[src/hw/rtl/mnes_pkg.sv]
// ----------------------------------------------------------------------------
// mnes_pkg
// Shared types and codes of the MIDI note echo scheduler.
// ----------------------------------------------------------------------------
package mnes_pkg;

	localparam int unsigned ECHO_WORDS = 4;
	localparam int unsigned RESULT_CAP = 32;
	localparam int unsigned WORD_W     = 40;

	typedef enum logic [1:0] {
		OP_NOTE_ON  = 2'd0,
		OP_NOTE_OFF = 2'd1,
		OP_TICK     = 2'd2,
		OP_NONE     = 2'd3
	} opcode_t;

	typedef enum logic [1:0] {
		EV_ECHO_ON  = 2'd0,
		EV_ECHO_OFF = 2'd1,
		EV_DROPPED  = 2'd2,
		EV_UNUSED   = 2'd3
	} kind_t;

	typedef enum logic [2:0] {
		REG_ECHO_COUNT = 3'd0,
		REG_ECHO_WORD0 = 3'd1,
		REG_ECHO_WORD1 = 3'd2,
		REG_ECHO_WORD2 = 3'd3,
		REG_ECHO_WORD3 = 3'd4
	} reg_idx_t;

	typedef enum logic [2:0] {
		ST_IDLE,
		ST_REL_EV,
		ST_EVAL,
		ST_EMIT_ON,
		ST_EMIT_OFF,
		ST_WB,
		ST_FIN,
		ST_DROP
	} st_t;

	typedef struct packed {
		logic [1:0] kind;
		logic [3:0] chan;
		logic [6:0] key;
		logic [6:0] vel;
	} res_t;

	typedef struct packed {
		logic       due;
		logic       inrange;
		logic [6:0] key;
		logic [6:0] vel;
	} echo_t;

	// Timing, transpose and velocity scaling of one echo word.
	function automatic echo_t echo_eval(input logic [WORD_W-1:0] w, input logic [6:0] key,
			input logic [6:0] vel, input logic [31:0] since, input logic [31:0] now);
		echo_t             r;
		logic [31:0]       el;
		logic signed [8:0] k;
		logic [18:0]       prod;
		logic [10:0]       sh;
		el        = now - since;
		r.due     = (el >= {12'd0, w[19:0]});
		k         = $signed({2'b00, key}) + $signed({w[27], w[27:20]});
		r.inrange = !k[8] && !k[7];
		r.key     = k[6:0];
		prod      = 19'(vel) * 19'(w[39:28]);
		sh        = prod[18:8];
		r.vel     = (sh > 11'd127) ? 7'd127 : sh[6:0];
		return r;
	endfunction

endpackage

[src/hw/rtl/mnes_ram.sv]
// ----------------------------------------------------------------------------
// mnes_ram
// Generic single-write, single-read RAM with a registered read port.
// ----------------------------------------------------------------------------
module mnes_ram #(
	parameter int unsigned WIDTH = 8,
	parameter int unsigned DEPTH = 16
) (
	input  logic                     clk,
	input  logic                     we,
	input  logic [$clog2(DEPTH)-1:0] waddr,
	input  logic [WIDTH-1:0]         wdata,
	input  logic [$clog2(DEPTH)-1:0] raddr,
	output logic [WIDTH-1:0]         rdata
);
	logic [WIDTH-1:0] mem_q [DEPTH];

	always_ff @(posedge clk) begin
		if (we) begin
			mem_q[waddr] <= wdata;
		end
		rdata <= mem_q[raddr];
	end
endmodule

[src/hw/rtl/midi_note_echo_scheduler_unit.sv]
// ----------------------------------------------------------------------------
// midi_note_echo_scheduler_unit
// Live-note table with tick-driven on/off echoes, held in two RAMs.
// ----------------------------------------------------------------------------
// Channel   Dir  Group    Contents
// s_axis    in   stream   tuser opcode; tdata chan, key_number, strike_velocity
// m_axis    out  stream   tuser event_kind; tdata out_chan, out_key, out_velocity;
//                         tlast last_of_run
// cfg       in   write    cfg_index selects echo_count or echo_word_0..3
//
// Note-on stores the entry at the fill count; a note-on with velocity zero acts
// as note-off. Note-off scans the entries in order, bounded by the single read
// port of the table RAMs. A tick walks every live entry through evaluation, any
// echo sends and write-back, then a final flush; the registered RAM read sets
// this walk. No clearing pass after reset: the fill count marks valid entries.
// Output stalls hold the walk; the input is taken only between items.
// ----------------------------------------------------------------------------
module midi_note_echo_scheduler_unit #(
	parameter int unsigned TABLE_DEPTH = 16,
	parameter int unsigned MAX_ECHOES  = 4
) (
	input  logic        clk,
	input  logic        arst_n,
	input  logic        s_axis_tvalid,
	output logic        s_axis_tready,
	input  logic [23:0] s_axis_tdata,  // [3:0] chan, [10:4] key_number, [17:11] strike_velocity
	input  logic [1:0]  s_axis_tuser,  // [1:0] opcode
	output logic        m_axis_tvalid,
	input  logic        m_axis_tready,
	output logic [23:0] m_axis_tdata,  // [3:0] out_chan, [10:4] out_key, [17:11] out_velocity
	output logic [1:0]  m_axis_tuser,  // [1:0] event_kind
	output logic        m_axis_tlast,  // last_of_run
	input  logic        cfg_we,
	input  logic [2:0]  cfg_index,
	input  logic [mnes_pkg::WORD_W-1:0] cfg_data
);
	import mnes_pkg::*;

	localparam int unsigned AW  = $clog2(TABLE_DEPTH);
	localparam int unsigned CW  = $clog2(TABLE_DEPTH + 1);
	localparam int unsigned IW  = $clog2(MAX_ECHOES + 1);
	localparam int unsigned IFW = 26 + 2 * IW;
	localparam int unsigned LIM = (MAX_ECHOES < ECHO_WORDS) ? MAX_ECHOES : ECHO_WORDS;

	// Configuration registers.
	logic [2:0]        echo_count_q;
	logic [WORD_W-1:0] word_q [ECHO_WORDS];

	always_ff @(posedge clk or negedge arst_n) begin
		if (!arst_n) begin
			echo_count_q <= '0;
			for (int j = 0; j < ECHO_WORDS; j++) begin
				word_q[j] <= '0;
			end
		end else if (cfg_we) begin
			case (cfg_index)
				REG_ECHO_COUNT: echo_count_q <= cfg_data[2:0];
				REG_ECHO_WORD0: word_q[0] <= cfg_data;
				REG_ECHO_WORD1: word_q[1] <= cfg_data;
				REG_ECHO_WORD2: word_q[2] <= cfg_data;
				REG_ECHO_WORD3: word_q[3] <= cfg_data;
				default: ;
			endcase
		end
	end

	// Active echo count: clamp to both the word count and the index range.
	logic [2:0] cnt;
	assign cnt = (echo_count_q > 3'(LIM)) ? 3'(LIM) : echo_count_q;

	// Input fields.
	logic        s_acc;
	logic [1:0]  in_op;
	logic [3:0]  in_chan;
	logic [6:0]  in_key;
	logic [6:0]  in_vel;
	assign in_op   = s_axis_tuser;
	assign in_chan = s_axis_tdata[3:0];
	assign in_key  = s_axis_tdata[10:4];
	assign in_vel  = s_axis_tdata[17:11];

	// Control state.
	st_t         st_q, st_nx;
	logic [31:0] tick_q;
	logic [CW-1:0] used_q, i_q, wp_q;
	logic [5:0]  n_q;
	logic        stop_q;
	logic [3:0]  rel_chan_q;
	logic [6:0]  rel_key_q, rel_vel_q;

	// Entry held between evaluation and write-back.
	logic [IFW-1:0] ent_q;
	logic [63:0]    tim_q;
	logic           on_send_q, off_send_q, free_q;
	res_t           on_res_q, off_res_q;

	// Pending result (not yet known whether last) and output register.
	res_t pend_q;
	logic pend_v_q;
	res_t out_q;
	logic out_last_q, out_v_q;
	logic out_free, push_ok;
	assign out_free = !out_v_q || m_axis_tready;
	assign push_ok  = !pend_v_q || out_free;

	// Table RAMs.
	logic           ram_we;
	logic [AW-1:0]  ram_waddr, ram_raddr;
	logic [IFW-1:0] info_wdata, info_rdata;
	logic [63:0]    time_wdata, time_rdata;

	mnes_ram #(.WIDTH(IFW), .DEPTH(TABLE_DEPTH)) u_info_ram (
		.clk   (clk),
		.we    (ram_we),
		.waddr (ram_waddr),
		.wdata (info_wdata),
		.raddr (ram_raddr),
		.rdata (info_rdata)
	);

	mnes_ram #(.WIDTH(64), .DEPTH(TABLE_DEPTH)) u_time_ram (
		.clk   (clk),
		.we    (ram_we),
		.waddr (ram_waddr),
		.wdata (time_wdata),
		.raddr (ram_raddr),
		.rdata (time_rdata)
	);

	// Unpack the entry read from the RAM: {off_idx, on_idx, rel, off_vel, on_vel, key, chan}.
	logic [3:0]    r_chan;
	logic [6:0]    r_key, r_on_vel, r_off_vel;
	logic          r_rel;
	logic [IW-1:0] r_on_idx, r_off_idx;
	assign r_chan    = info_rdata[3:0];
	assign r_key     = info_rdata[10:4];
	assign r_on_vel  = info_rdata[17:11];
	assign r_off_vel = info_rdata[24:18];
	assign r_rel     = info_rdata[25];
	assign r_on_idx  = info_rdata[26 +: IW];
	assign r_off_idx = info_rdata[26 + IW +: IW];

	// Echo evaluation of the entry just read.
	echo_t         on_e, off_e;
	logic          on_ok, off_ok, on_adv, off_adv;
	logic [IW-1:0] new_on, new_off;
	logic          ev_free, ev_stop;
	logic          i_last;

	always_comb begin
		on_e    = echo_eval(word_q[2'(r_on_idx)], r_key, r_on_vel, time_rdata[31:0], tick_q);
		off_e   = echo_eval(word_q[2'(r_off_idx)], r_key, r_off_vel, time_rdata[63:32], tick_q);
		on_ok   = 8'(r_on_idx) < 8'(cnt);
		off_ok  = r_rel && (8'(r_off_idx) < 8'(cnt));
		on_adv  = on_ok && on_e.due;
		off_adv = off_ok && off_e.due;
		new_on  = r_on_idx + IW'(on_adv);
		new_off = r_off_idx + IW'(off_adv);
		ev_stop = stop_q || (n_q > 6'(RESULT_CAP - 2));
		ev_free = !ev_stop && (8'(new_on) >= 8'(cnt)) && (8'(new_off) >= 8'(cnt));
	end

	assign i_last = (i_q + CW'(1)) >= used_q;

	// Next state.
	always_comb begin
		st_nx = st_q;
		case (st_q)
			ST_IDLE: begin
				if (s_acc) begin
					case (in_op)
						OP_NOTE_ON: begin
							if (in_vel == 7'd0) begin
								st_nx = (used_q == '0) ? ST_IDLE : ST_REL_EV;
							end else if (used_q >= CW'(TABLE_DEPTH)) begin
								st_nx = ST_DROP;
							end
						end
						OP_NOTE_OFF: st_nx = (used_q == '0) ? ST_IDLE : ST_REL_EV;
						OP_TICK:     st_nx = (used_q == '0) ? ST_IDLE : ST_EVAL;
						default:     st_nx = ST_IDLE;
					endcase
				end
			end
			ST_REL_EV: begin
				if ((!r_rel && r_chan == rel_chan_q && r_key == rel_key_q) || i_last) begin
					st_nx = ST_IDLE;
				end
			end
			ST_EVAL: begin
				if (!ev_stop && on_adv && on_e.inrange) begin
					st_nx = ST_EMIT_ON;
				end else if (!ev_stop && off_adv && off_e.inrange) begin
					st_nx = ST_EMIT_OFF;
				end else begin
					st_nx = ST_WB;
				end
			end
			ST_EMIT_ON: begin
				if (push_ok) begin
					st_nx = off_send_q ? ST_EMIT_OFF : ST_WB;
				end
			end
			ST_EMIT_OFF: begin
				if (push_ok) begin
					st_nx = ST_WB;
				end
			end
			ST_WB:   st_nx = i_last ? ST_FIN : ST_EVAL;
			ST_FIN:  if (!pend_v_q || out_free) st_nx = ST_IDLE;
			ST_DROP: if (out_free) st_nx = ST_IDLE;
			default: st_nx = ST_IDLE;
		endcase
	end

	// Outputs of the controller: RAM ports and handshake.
	logic rel_hit;
	assign rel_hit = !r_rel && r_chan == rel_chan_q && r_key == rel_key_q;

	always_comb begin
		s_axis_tready = (st_q == ST_IDLE);
		ram_we        = 1'b0;
		ram_waddr     = used_q[AW-1:0];
		ram_raddr     = '0;
		info_wdata    = ent_q;
		time_wdata    = tim_q;
		case (st_q)
			ST_IDLE: begin
				// Note-on store at the fill count; read entry 0 for scans.
				ram_we     = s_acc && in_op == OP_NOTE_ON && in_vel != 7'd0 &&
					used_q < CW'(TABLE_DEPTH);
				ram_waddr  = used_q[AW-1:0];
				info_wdata = {IW'(0), IW'(0), 1'b0, 7'd0, in_vel, in_key, in_chan};
				time_wdata = {tick_q, tick_q};
			end
			ST_REL_EV: begin
				ram_we     = rel_hit;
				ram_waddr  = i_q[AW-1:0];
				info_wdata = {r_off_idx, r_on_idx, 1'b1, rel_vel_q, r_on_vel, r_key, r_chan};
				time_wdata = {tick_q, time_rdata[31:0]};
				ram_raddr  = AW'(i_q + CW'(1));
			end
			ST_WB: begin
				// Keep survivors packed from the bottom, in order.
				ram_we    = !free_q;
				ram_waddr = wp_q[AW-1:0];
				ram_raddr = AW'(i_q + CW'(1));
			end
			default: ;
		endcase
	end

	assign s_acc = s_axis_tvalid && s_axis_tready;

	// Push a result into the pending slot; the slot's old content moves out.
	logic push;
	res_t push_res;
	always_comb begin
		push     = 1'b0;
		push_res = on_res_q;
		case (st_q)
			ST_EMIT_ON:  push = push_ok;
			ST_EMIT_OFF: begin
				push     = push_ok;
				push_res = off_res_q;
			end
			default: ;
		endcase
	end

	always_ff @(posedge clk or negedge arst_n) begin
		if (!arst_n) begin
			st_q       <= ST_IDLE;
			tick_q     <= '0;
			used_q     <= '0;
			i_q        <= '0;
			wp_q       <= '0;
			n_q        <= '0;
			stop_q     <= 1'b0;
			pend_v_q   <= 1'b0;
			out_v_q    <= 1'b0;
			out_last_q <= 1'b0;
		end else begin
			st_q <= st_nx;
			case (st_q)
				ST_IDLE: begin
					i_q    <= '0;
					wp_q   <= '0;
					n_q    <= '0;
					stop_q <= 1'b0;
					if (s_acc) begin
						if (in_op == OP_TICK) begin
							tick_q <= tick_q + 32'd1;
						end
						if (ram_we) begin
							used_q <= used_q + CW'(1);
						end
					end
				end
				ST_REL_EV: i_q <= i_q + CW'(1);
				ST_EVAL:   stop_q <= ev_stop;
				ST_WB: begin
					i_q <= i_q + CW'(1);
					if (!free_q) begin
						wp_q <= wp_q + CW'(1);
					end
					if (i_last) begin
						used_q <= free_q ? wp_q : wp_q + CW'(1);
					end
				end
				default: ;
			endcase

			if (push) begin
				n_q      <= n_q + 6'd1;
				pend_v_q <= 1'b1;
			end else if (st_q == ST_FIN && out_free) begin
				pend_v_q <= 1'b0;
			end

			if ((push && pend_v_q) || (st_q == ST_FIN && pend_v_q && out_free) ||
					(st_q == ST_DROP && out_free)) begin
				out_v_q    <= 1'b1;
				out_last_q <= (st_q != ST_EMIT_ON && st_q != ST_EMIT_OFF);
			end else if (m_axis_tready) begin
				out_v_q <= 1'b0;
			end
		end
	end

	// Payload registers.
	always_ff @(posedge clk) begin
		if (s_acc) begin
			rel_chan_q <= in_chan;
			rel_key_q  <= in_key;
			rel_vel_q  <= (in_op == OP_NOTE_ON) ? 7'd0 : in_vel;
			pend_q     <= '{kind: EV_DROPPED, chan: in_chan, key: in_key, vel: in_vel};
		end
		if (st_q == ST_EVAL) begin
			tim_q      <= time_rdata;
			free_q     <= ev_free;
			on_send_q  <= !ev_stop && on_adv && on_e.inrange;
			off_send_q <= !ev_stop && off_adv && off_e.inrange;
			on_res_q   <= '{kind: EV_ECHO_ON, chan: r_chan, key: on_e.key, vel: on_e.vel};
			off_res_q  <= '{kind: EV_ECHO_OFF, chan: r_chan, key: off_e.key, vel: off_e.vel};
			if (ev_stop) begin
				ent_q <= info_rdata;
			end else begin
				ent_q <= {new_off, new_on, info_rdata[25:0]};
			end
		end
		if (push) begin
			pend_q <= push_res;
		end
		if ((push && pend_v_q) || (st_q == ST_FIN && pend_v_q && out_free) ||
				(st_q == ST_DROP && out_free)) begin
			// In the drop state the pending slot holds the dropped note.
			out_q <= pend_q;
		end
	end

	assign m_axis_tvalid = out_v_q;
	assign m_axis_tuser  = out_q.kind;
	assign m_axis_tdata  = {6'd0, out_q.vel, out_q.key, out_q.chan};
	assign m_axis_tlast  = out_last_q;

	// on_send_q is consulted only through the state sequence.
	logic unused_on_send;
	assign unused_on_send = on_send_q;
endmodule

[config.mk]
export PLATFORM = sky130hd
export DESIGN_NAME = midi_note_echo_scheduler_unit
export DESIGN_NICKNAME = d
export VERILOG_FILES = /design/src/hw/rtl/mnes_pkg.sv /design/src/hw/rtl/mnes_ram.sv /design/src/hw/rtl/midi_note_echo_scheduler_unit.sv
export SDC_FILE = /design/constraint.sdc
export NUM_CORES = 2
export LEC_CHECK = 0
export BUFFER_PORTS_ARGS = -buffer_cell sky130_fd_sc_hd__buf_2
export CORE_ASPECT_RATIO = 1.4
export CORE_MARGIN = 8
export CORE_UTILIZATION = 35
export DETAILED_ROUTE_END_ITERATION = 8
export PLACE_DENSITY = 0.49
export SLEW_MARGIN = 20
export SYNTH_ARGS = -nofsm -noshare
export SYNTH_HDL_FRONTEND = slang
export SYNTH_SLANG_ARGS = --single-unit
[constraint.sdc]
create_clock -name clk -period 13.9 [get_ports clk]
set_input_delay 2.085 -clock clk [delete_from_list [all_inputs] [get_ports clk]]
set_output_delay 2.085 -clock clk [all_outputs]
set_load 0.02 [all_outputs]
Word-level counts from Yosys, hierarchy flattened. Memory sizes are Yosys's and may differ from the RTL's. A register that Yosys moved wholly into a read port is not among the register bits. Cells that the tools add are included.

Register bits: 411. RAM bits: 1536. Memories kept: 2.

$add $sub $neg: 11. Multiply operators: 2. Magnitude comparators: 15. Equal/unequal tests: 26. Mux-type cells: 49. Bitwise logic cells: 2. Reductions and logical operators: 61.

Memories: u_time_ram.mem_q (depth 16, width 64, rd ports 1, clocked after Yosys merged registers in 1, wr ports 1, RTL line mnes_ram.sv:16) `logic [WIDTH-1:0] mem_q [DEPTH];`; u_info_ram.mem_q (depth 16, width 32, rd ports 1, clocked after Yosys merged registers in 1, wr ports 1, RTL line mnes_ram.sv:16).

Operators by type and width (count): $bmux W40 S2 (2); $mux W40 (4); $pmux W64 S2 (1); $ge A32 B20 Y1 (2); $pmux W32 S2 (1); $sub A32 B32 Y32 (2); $mux W20 (2); $mul A7 B12 Y19 (2); $mux W3 (11); $add A32 B1 Y32 const B (1); $mux W32 (1); $pmux W5 S2 (3); $pmux W3 S8 (1); $logic_and A1 B1 Y1 (23); $gt A11 B7 Y1 const B (2); $mux W5 (4); $mux W19 (1); $add A8 B8 Y9 (2); $add A5 B1 Y5 const B (3); $eq A3 B3 Y1 const B (5); $reduce_bool A2 Y1 (7); $eq A3 B2 Y1 const B (4); $mux W6 (2); $ne A2 B2 Y1 const B (6); other kinds (39) (74).

Logic depth before layout (Yosys ltp).
Depth in word-level cells: 11. Depth in mapped cells: 30. Mapped depth without buffers: 30.

Modules after synthesis. From an unflattened synthesis, not the netlist that was laid out.

Cells, all modules: 5196. Area total of the unflattened synthesis: 88733.9 um2.

Modules (own cells, without submodules): mnes_ram at u_time_ram (times used 1, cells an instance 1647, area each 39581.7 um2, sequential area each 32030.7 um2); midi_note_echo_scheduler_unit (times used 1, cells an instance 2711, area each 29316.9 um2, sequential area each 11105.7 um2); mnes_ram at u_info_ram (times used 1, cells an instance 838, area each 19835.3 um2, sequential area each 16015.4 um2).

Least setup slack after synthesis. No wires, ideal clock.

Kind: in2reg. From: input port s_axis_tuser[0]. To: memory u_info_ram.mem_q[10][0] in the netlist's numbering (enable). Library setup time: 0.552 ns. Arrival: 7.076 ns. Data required time: 13.348 ns. Slack: 6.273 ns. Stages: 7. Path buffers: 0. Cell sequence: nor2_1 -> nand3_1 -> nor2_1 -> nand2_1 -> a21boi_0 -> nand2_1 -> nor2_1.

Word-level cells in the longest chain between the ends: 7.

Ends and longest elaborated chain: from (decl) (RTL line midi_note_echo_scheduler_unit.sv:27) `input logic [1:0] s_axis_tuser,`; $logic_not A2 Y1 (RTL line midi_note_echo_scheduler_unit.sv:230) `ram_we = s_acc && in_op == OP_NOTE_ON && in_vel != 7'd0 &&`; $logic_and A1 B1 Y1 (3 in series) (RTL line midi_note_echo_scheduler_unit.sv:230); $pmux W1 S3 (RTL line midi_note_echo_scheduler_unit.sv:227) `case (st_q)`; $mux W1 (RTL line mnes_ram.sv:19) `if (we) begin`; $mux W1 (not written as such) (RTL line mnes_ram.sv:20) `mem_q[waddr] <= wdata;`; to (decl) (RTL line mnes_ram.sv:16).

Every way passes these cells.

Worst setup path after layout.
From: register tick_q[0]. To: register free_q, data pin.

Word-level cells in the longest chain between the ends: 7. Elaborated cells on any way between the ends: 12. Those cells by class: 4 x add/sub; 4 x order compare; 4 x reduce/logical.

Ends and longest elaborated chain: from (decl) (RTL line midi_note_echo_scheduler_unit.sv:84) `logic [31:0] tick_q;`; from (signal assigned) (RTL line midi_note_echo_scheduler_unit.sv:293) `tick_q <= tick_q + 32'd1;`; $sub A32 B32 Y32 (RTL line mnes_pkg.sv:66) `el = now - since;`; $ge A32 B20 Y1 (RTL line mnes_pkg.sv:67) `r.due = (el >= {12'd0, w[19:0]});`; $logic_and A1 B1 Y1 (RTL line midi_note_echo_scheduler_unit.sv:155) `on_adv = on_ok && on_e.due;`; $add A3 B1 Y3 (RTL line midi_note_echo_scheduler_unit.sv:157) `new_on = r_on_idx + IW'(on_adv);`; $ge A3 B3 Y1 (RTL line midi_note_echo_scheduler_unit.sv:160) `ev_free = !ev_stop && (8'(new_on) >= 8'(cnt)) && (8'(new_off) >= 8'(cnt));`; $logic_and A1 B1 Y1 (RTL line midi_note_echo_scheduler_unit.sv:160); $logic_and A1 B1 Y1 * (RTL line midi_note_echo_scheduler_unit.sv:160); named net ev_free (RTL line midi_note_echo_scheduler_unit.sv:147) `logic ev_free, ev_stop;`; to (signal assigned) (RTL line midi_note_echo_scheduler_unit.sv:341) `free_q <= ev_free;`; to (decl) (RTL line midi_note_echo_scheduler_unit.sv:94) `logic on_send_q, off_send_q, free_q;`.

Mark *: on every way through the listed nets, which the timed path passes. The rest lies on a longest branch. A chain may end at the register's enable or synchronous reset.

==> flow_summary.ini <==
[synthesis]
synth-edff-count = 1720
postSynth.asyncResetShare = 0.109
yosys_warnings = 0
synth-seq-cells = 2039
yosysSeqAreaShare = 0.642
synthesis.instances = 6773
postSynth.topFlopCell = sky130_fd_sc_hd__edfxtp_1
synthesis.area_per_instance_um2 = 13.6
syn-cell-area_um2 = 92200
synth_cell_type_count = 89

[place]
gp_routability_congestion = 0.857
dpl_wire_length_um = 154000
port_buffers = 90
dpl_cells = 10100

[timing]
post_route_skew_ps = 63.4
setup_tns_ps = 0
tightest_slew_ps = 1200
max_clock_freq_ghz = 0.138
maxSlewHeadroom = 0.200
timing_hold_violations_final = 0
rsz0062_at_grt = no
final_critical_path_time_including_i_o_delays_and_setup_ps = 7260
layout_worst_path_cycle_share = 0.522
final-setup-viol-count = 0
slew_viol_final = 0

[final_layout]
final.fill_count = 24700
mostFrequentLayoutCell = sky130_fd_sc_hd__edfxtp_1
layout.cells.most_common_list = sky130_fd_sc_hd__edfxtp_1 (1,720), sky130_fd_sc_hd__nand2_1 (631), sky130_fd_sc_hd__a21oi_1 (599)
area_delta_synth_final_pct = 12.1
stdcell_count = 10500
final_layout_size_suffix_gt1_frac = 0.161
design.final.nets = 7214

[worst_setup_path]
critical_path_peak_fanout = 4
worstSetupEndpointType = register
r2r.worst_path.cells = 29
cp-start-kind = register
rr_endpoint = free_q$_DFFE_PP_
max_stage_delay_ps = 460
critPathKind = register to register
arrival_time_of_the_worst_setup_path_ps = 7860
timing.rr.start = tick_q[0]$_DFFE_PN0P_
timing.reg2reg.setup_slack_ps = 6640
cp_data_required_time_ps = 14500
top_cell_by_count_worst_path = sky130_fd_sc_hd__ha_1
critPathSlowestCell = sky130_fd_sc_hd__or4_1

[floorplan]
floorplan.die_area_um2 = 280000
placementRows = 223
die_w_um = 450
ios = 103
initial_utilization = 0.351
die_h_um = 623
placeableCoreArea_um2 = 263000

[clocking]
tritoncts = built
tritoncts_sink_count = 2039
tritoncts_buffer_count = 202
hold_buffers = 0
max-clock-path-buffers = 4
cts.repair.resized = 0
postCtsSetupBuffers = 0
clock_latency_ps = 870
clock_tree_root_driver_cell = sky130_fd_sc_hd__clkbuf_16
cts_htree_levels = 4
clk_pin_slew_ps = 70

[routing]
routed_wirelength_um = 275000
route.antenna.remaining_nets = 0
detail_route.first_pass.iterations = 6
first_drt_iteration_drcs = 4220
drcViolationCount = 0
vias = 56400
route.detailed.wl_per_inst_um = 26.2
via_per_inst = 5.38

[global_route]
vias_in_the_first_global_route = 57600
wire_length_of_the_first_global_routing_pass_um = 400000
grt_use_total = 0.188
gr-total-overflow = 0
initial_antenna_violation_count = 22
grt_max_degree = 167

[pwr]
power_per_cell_area_nw_per_um2 = 253
cellLeakagePower_nw = 36.7
irDropWorstVdd_uv = 527

[worst_hold_path]
hold_depth = 0
min_path_type = register to register
start_point_of_the_worst_min_delay_path = pend_q[11]$_DFFE_PP_
min_delay_worst_endpoint = m_axis_tdata[8]$_DFFE_PP_

[run_status]
outcome = complete, no violations

[run]
max-cap-violations = 0
## flip-flops by register name (all words and copies together), names as in the netlist, 18 cells and up
name	count
m_axis_tdata	18
tim_q	64
u_time_ram.mem_q	1024
tick_q	32
u_info_ram.rdata	32
u_time_ram.rdata	64
u_info_ram.mem_q	512
ent_q	32
word_q	160
pend_q	20
## layout make-up
cell class	count	area [um^2]	share of cell area
Inverter	259	977	0.00945
Timing Repair Buffer	254	1830	0.0177
Tap cell	3487	4360	0.0422
Multi-Input combinational cell	4072	30800	0.298
Clock buffer	270	5520	0.0534
Sequential cell	2039	59200	0.572
Antenna cell	5	12.5	0.000121
Clock inverter	97	732	0.00708
## power by group
part	internal [mW]	total [mW]	switching (mW)
clock network	2.96	5.32	2.37
logic	4.45	12.0	7.56
registers	8.28	8.82	0.534
## kinds of logic after synthesis
logic type,count (synthesis),share of synthesized area
compound gates,1516,0.0960
xor+xnor,122,0.0120
fa+ha+maj,312,0.0505
buf+inv,667,0.0278
flops,2039,0.642
mux,881,0.113
other cells,1,0.0000407
simple gates,1235,0.0595
## critical path: cells and delay by family (launching register included)
family / cells / cell delay (ps)
simple gates: 7 / 1780
compound gates: 13 / 2660
xor+xnor: 1 / 160
fa+ha+maj: 6 / 1790
buf+inv: 2 / 200
flops: 1 / 420
## layer usage
layer | global-route usage | vias up | share of wire
li1 | - | 25500 | -
met1 | 0.238 | 29200 | 0.42
met2 | 0.342 | 1318 | 0.52
met3 | 0.0212 | 441 | 0.039
met4 | 0.0508 | 8 | 0.028
met5 | 0 | - | 0.00019
## worst max path at each step
stage	startpoint	to	slack, ps
CTS	tick_q[0]$_DFFE_PN0P_	free_q$_DFFE_PP_	6590
detailed placement	tick_q[0]$_DFFE_PN0P_	free_q$_DFFE_PP_	6610
floorplan	s_axis_tuser[0]	u_info_ram.mem_q[10][0]$_DFFE_PP_	6270
global placement	tick_q[0]$_DFFE_PN0P_	free_q$_DFFE_PP_	6600
global route	tick_q[0]$_DFFE_PN0P_	free_q$_DFFE_PP_	6220
finish	tick_q[0]$_DFFE_PN0P_	free_q$_DFFE_PP_	6640
## synthesized netlist by cell type (21+ instances only)
library cell	number	area (um^2)
sky130_fd_sc_hd__edfxtp_1	1720	51600
sky130_fd_sc_hd__nand2_1	633	2380
sky130_fd_sc_hd__a21oi_1	600	3000
sky130_fd_sc_hd__o21ai_0	516	2580
sky130_fd_sc_hd__mux2_2	452	5090
sky130_fd_sc_hd__mux2i_1	349	3490
sky130_fd_sc_hd__clkbuf_1	334	1250
sky130_fd_sc_hd__inv_1	258	968
sky130_fd_sc_hd__dfrtp_1	223	5580
sky130_fd_sc_hd__ha_1	212	2650
sky130_fd_sc_hd__nor2_1	209	785
sky130_fd_sc_hd__nand3_1	153	766
sky130_fd_sc_hd__a221oi_1	101	885
sky130_fd_sc_hd__fa_1	100	2000
sky130_fd_sc_hd__o221ai_1	98	858
sky130_fd_sc_hd__dfxtp_1	96	1920
sky130_fd_sc_hd__mux4_2	80	1800
sky130_fd_sc_hd__xnor2_1	69	604
sky130_fd_sc_hd__and2_1	67	419
sky130_fd_sc_hd__buf_1	56	210
sky130_fd_sc_hd__xor2_1	50	438
sky130_fd_sc_hd__a21o_1	39	293
sky130_fd_sc_hd__nand2b_1	31	194
sky130_fd_sc_hd__a31oi_1	27	169
sky130_fd_sc_hd__nand4_1	25	156
sky130_fd_sc_hd__nor3_1	24	120
sky130_fd_sc_hd__and3_1	21	131
## per-stage QoR
| step | utilization | power (mW) | area, um^2 | hold slack [ps] | worst slack [ps] |
|---|---|---|---|---|---|
| 3_3_place_gp | 0.369 | 20.9 | 97100 | 403 | 6600 |
| 2_1_floorplan | - | 17.1 | 92200 | 400 | 6270 |
| 3_5_place_dp | 0.369 | 21.1 | 97100 | 405 | 6610 |
| 5_1_grt | 0.393 | 28.0 | 103000 | 419 | 6220 |
| 6_report | 0.393 | 26.1 | 103000 | 414 | 6640 |
| 4_1_cts | 0.393 | 26.5 | 103000 | 416 | 6590 |
(Power assumes the default switching activity.)
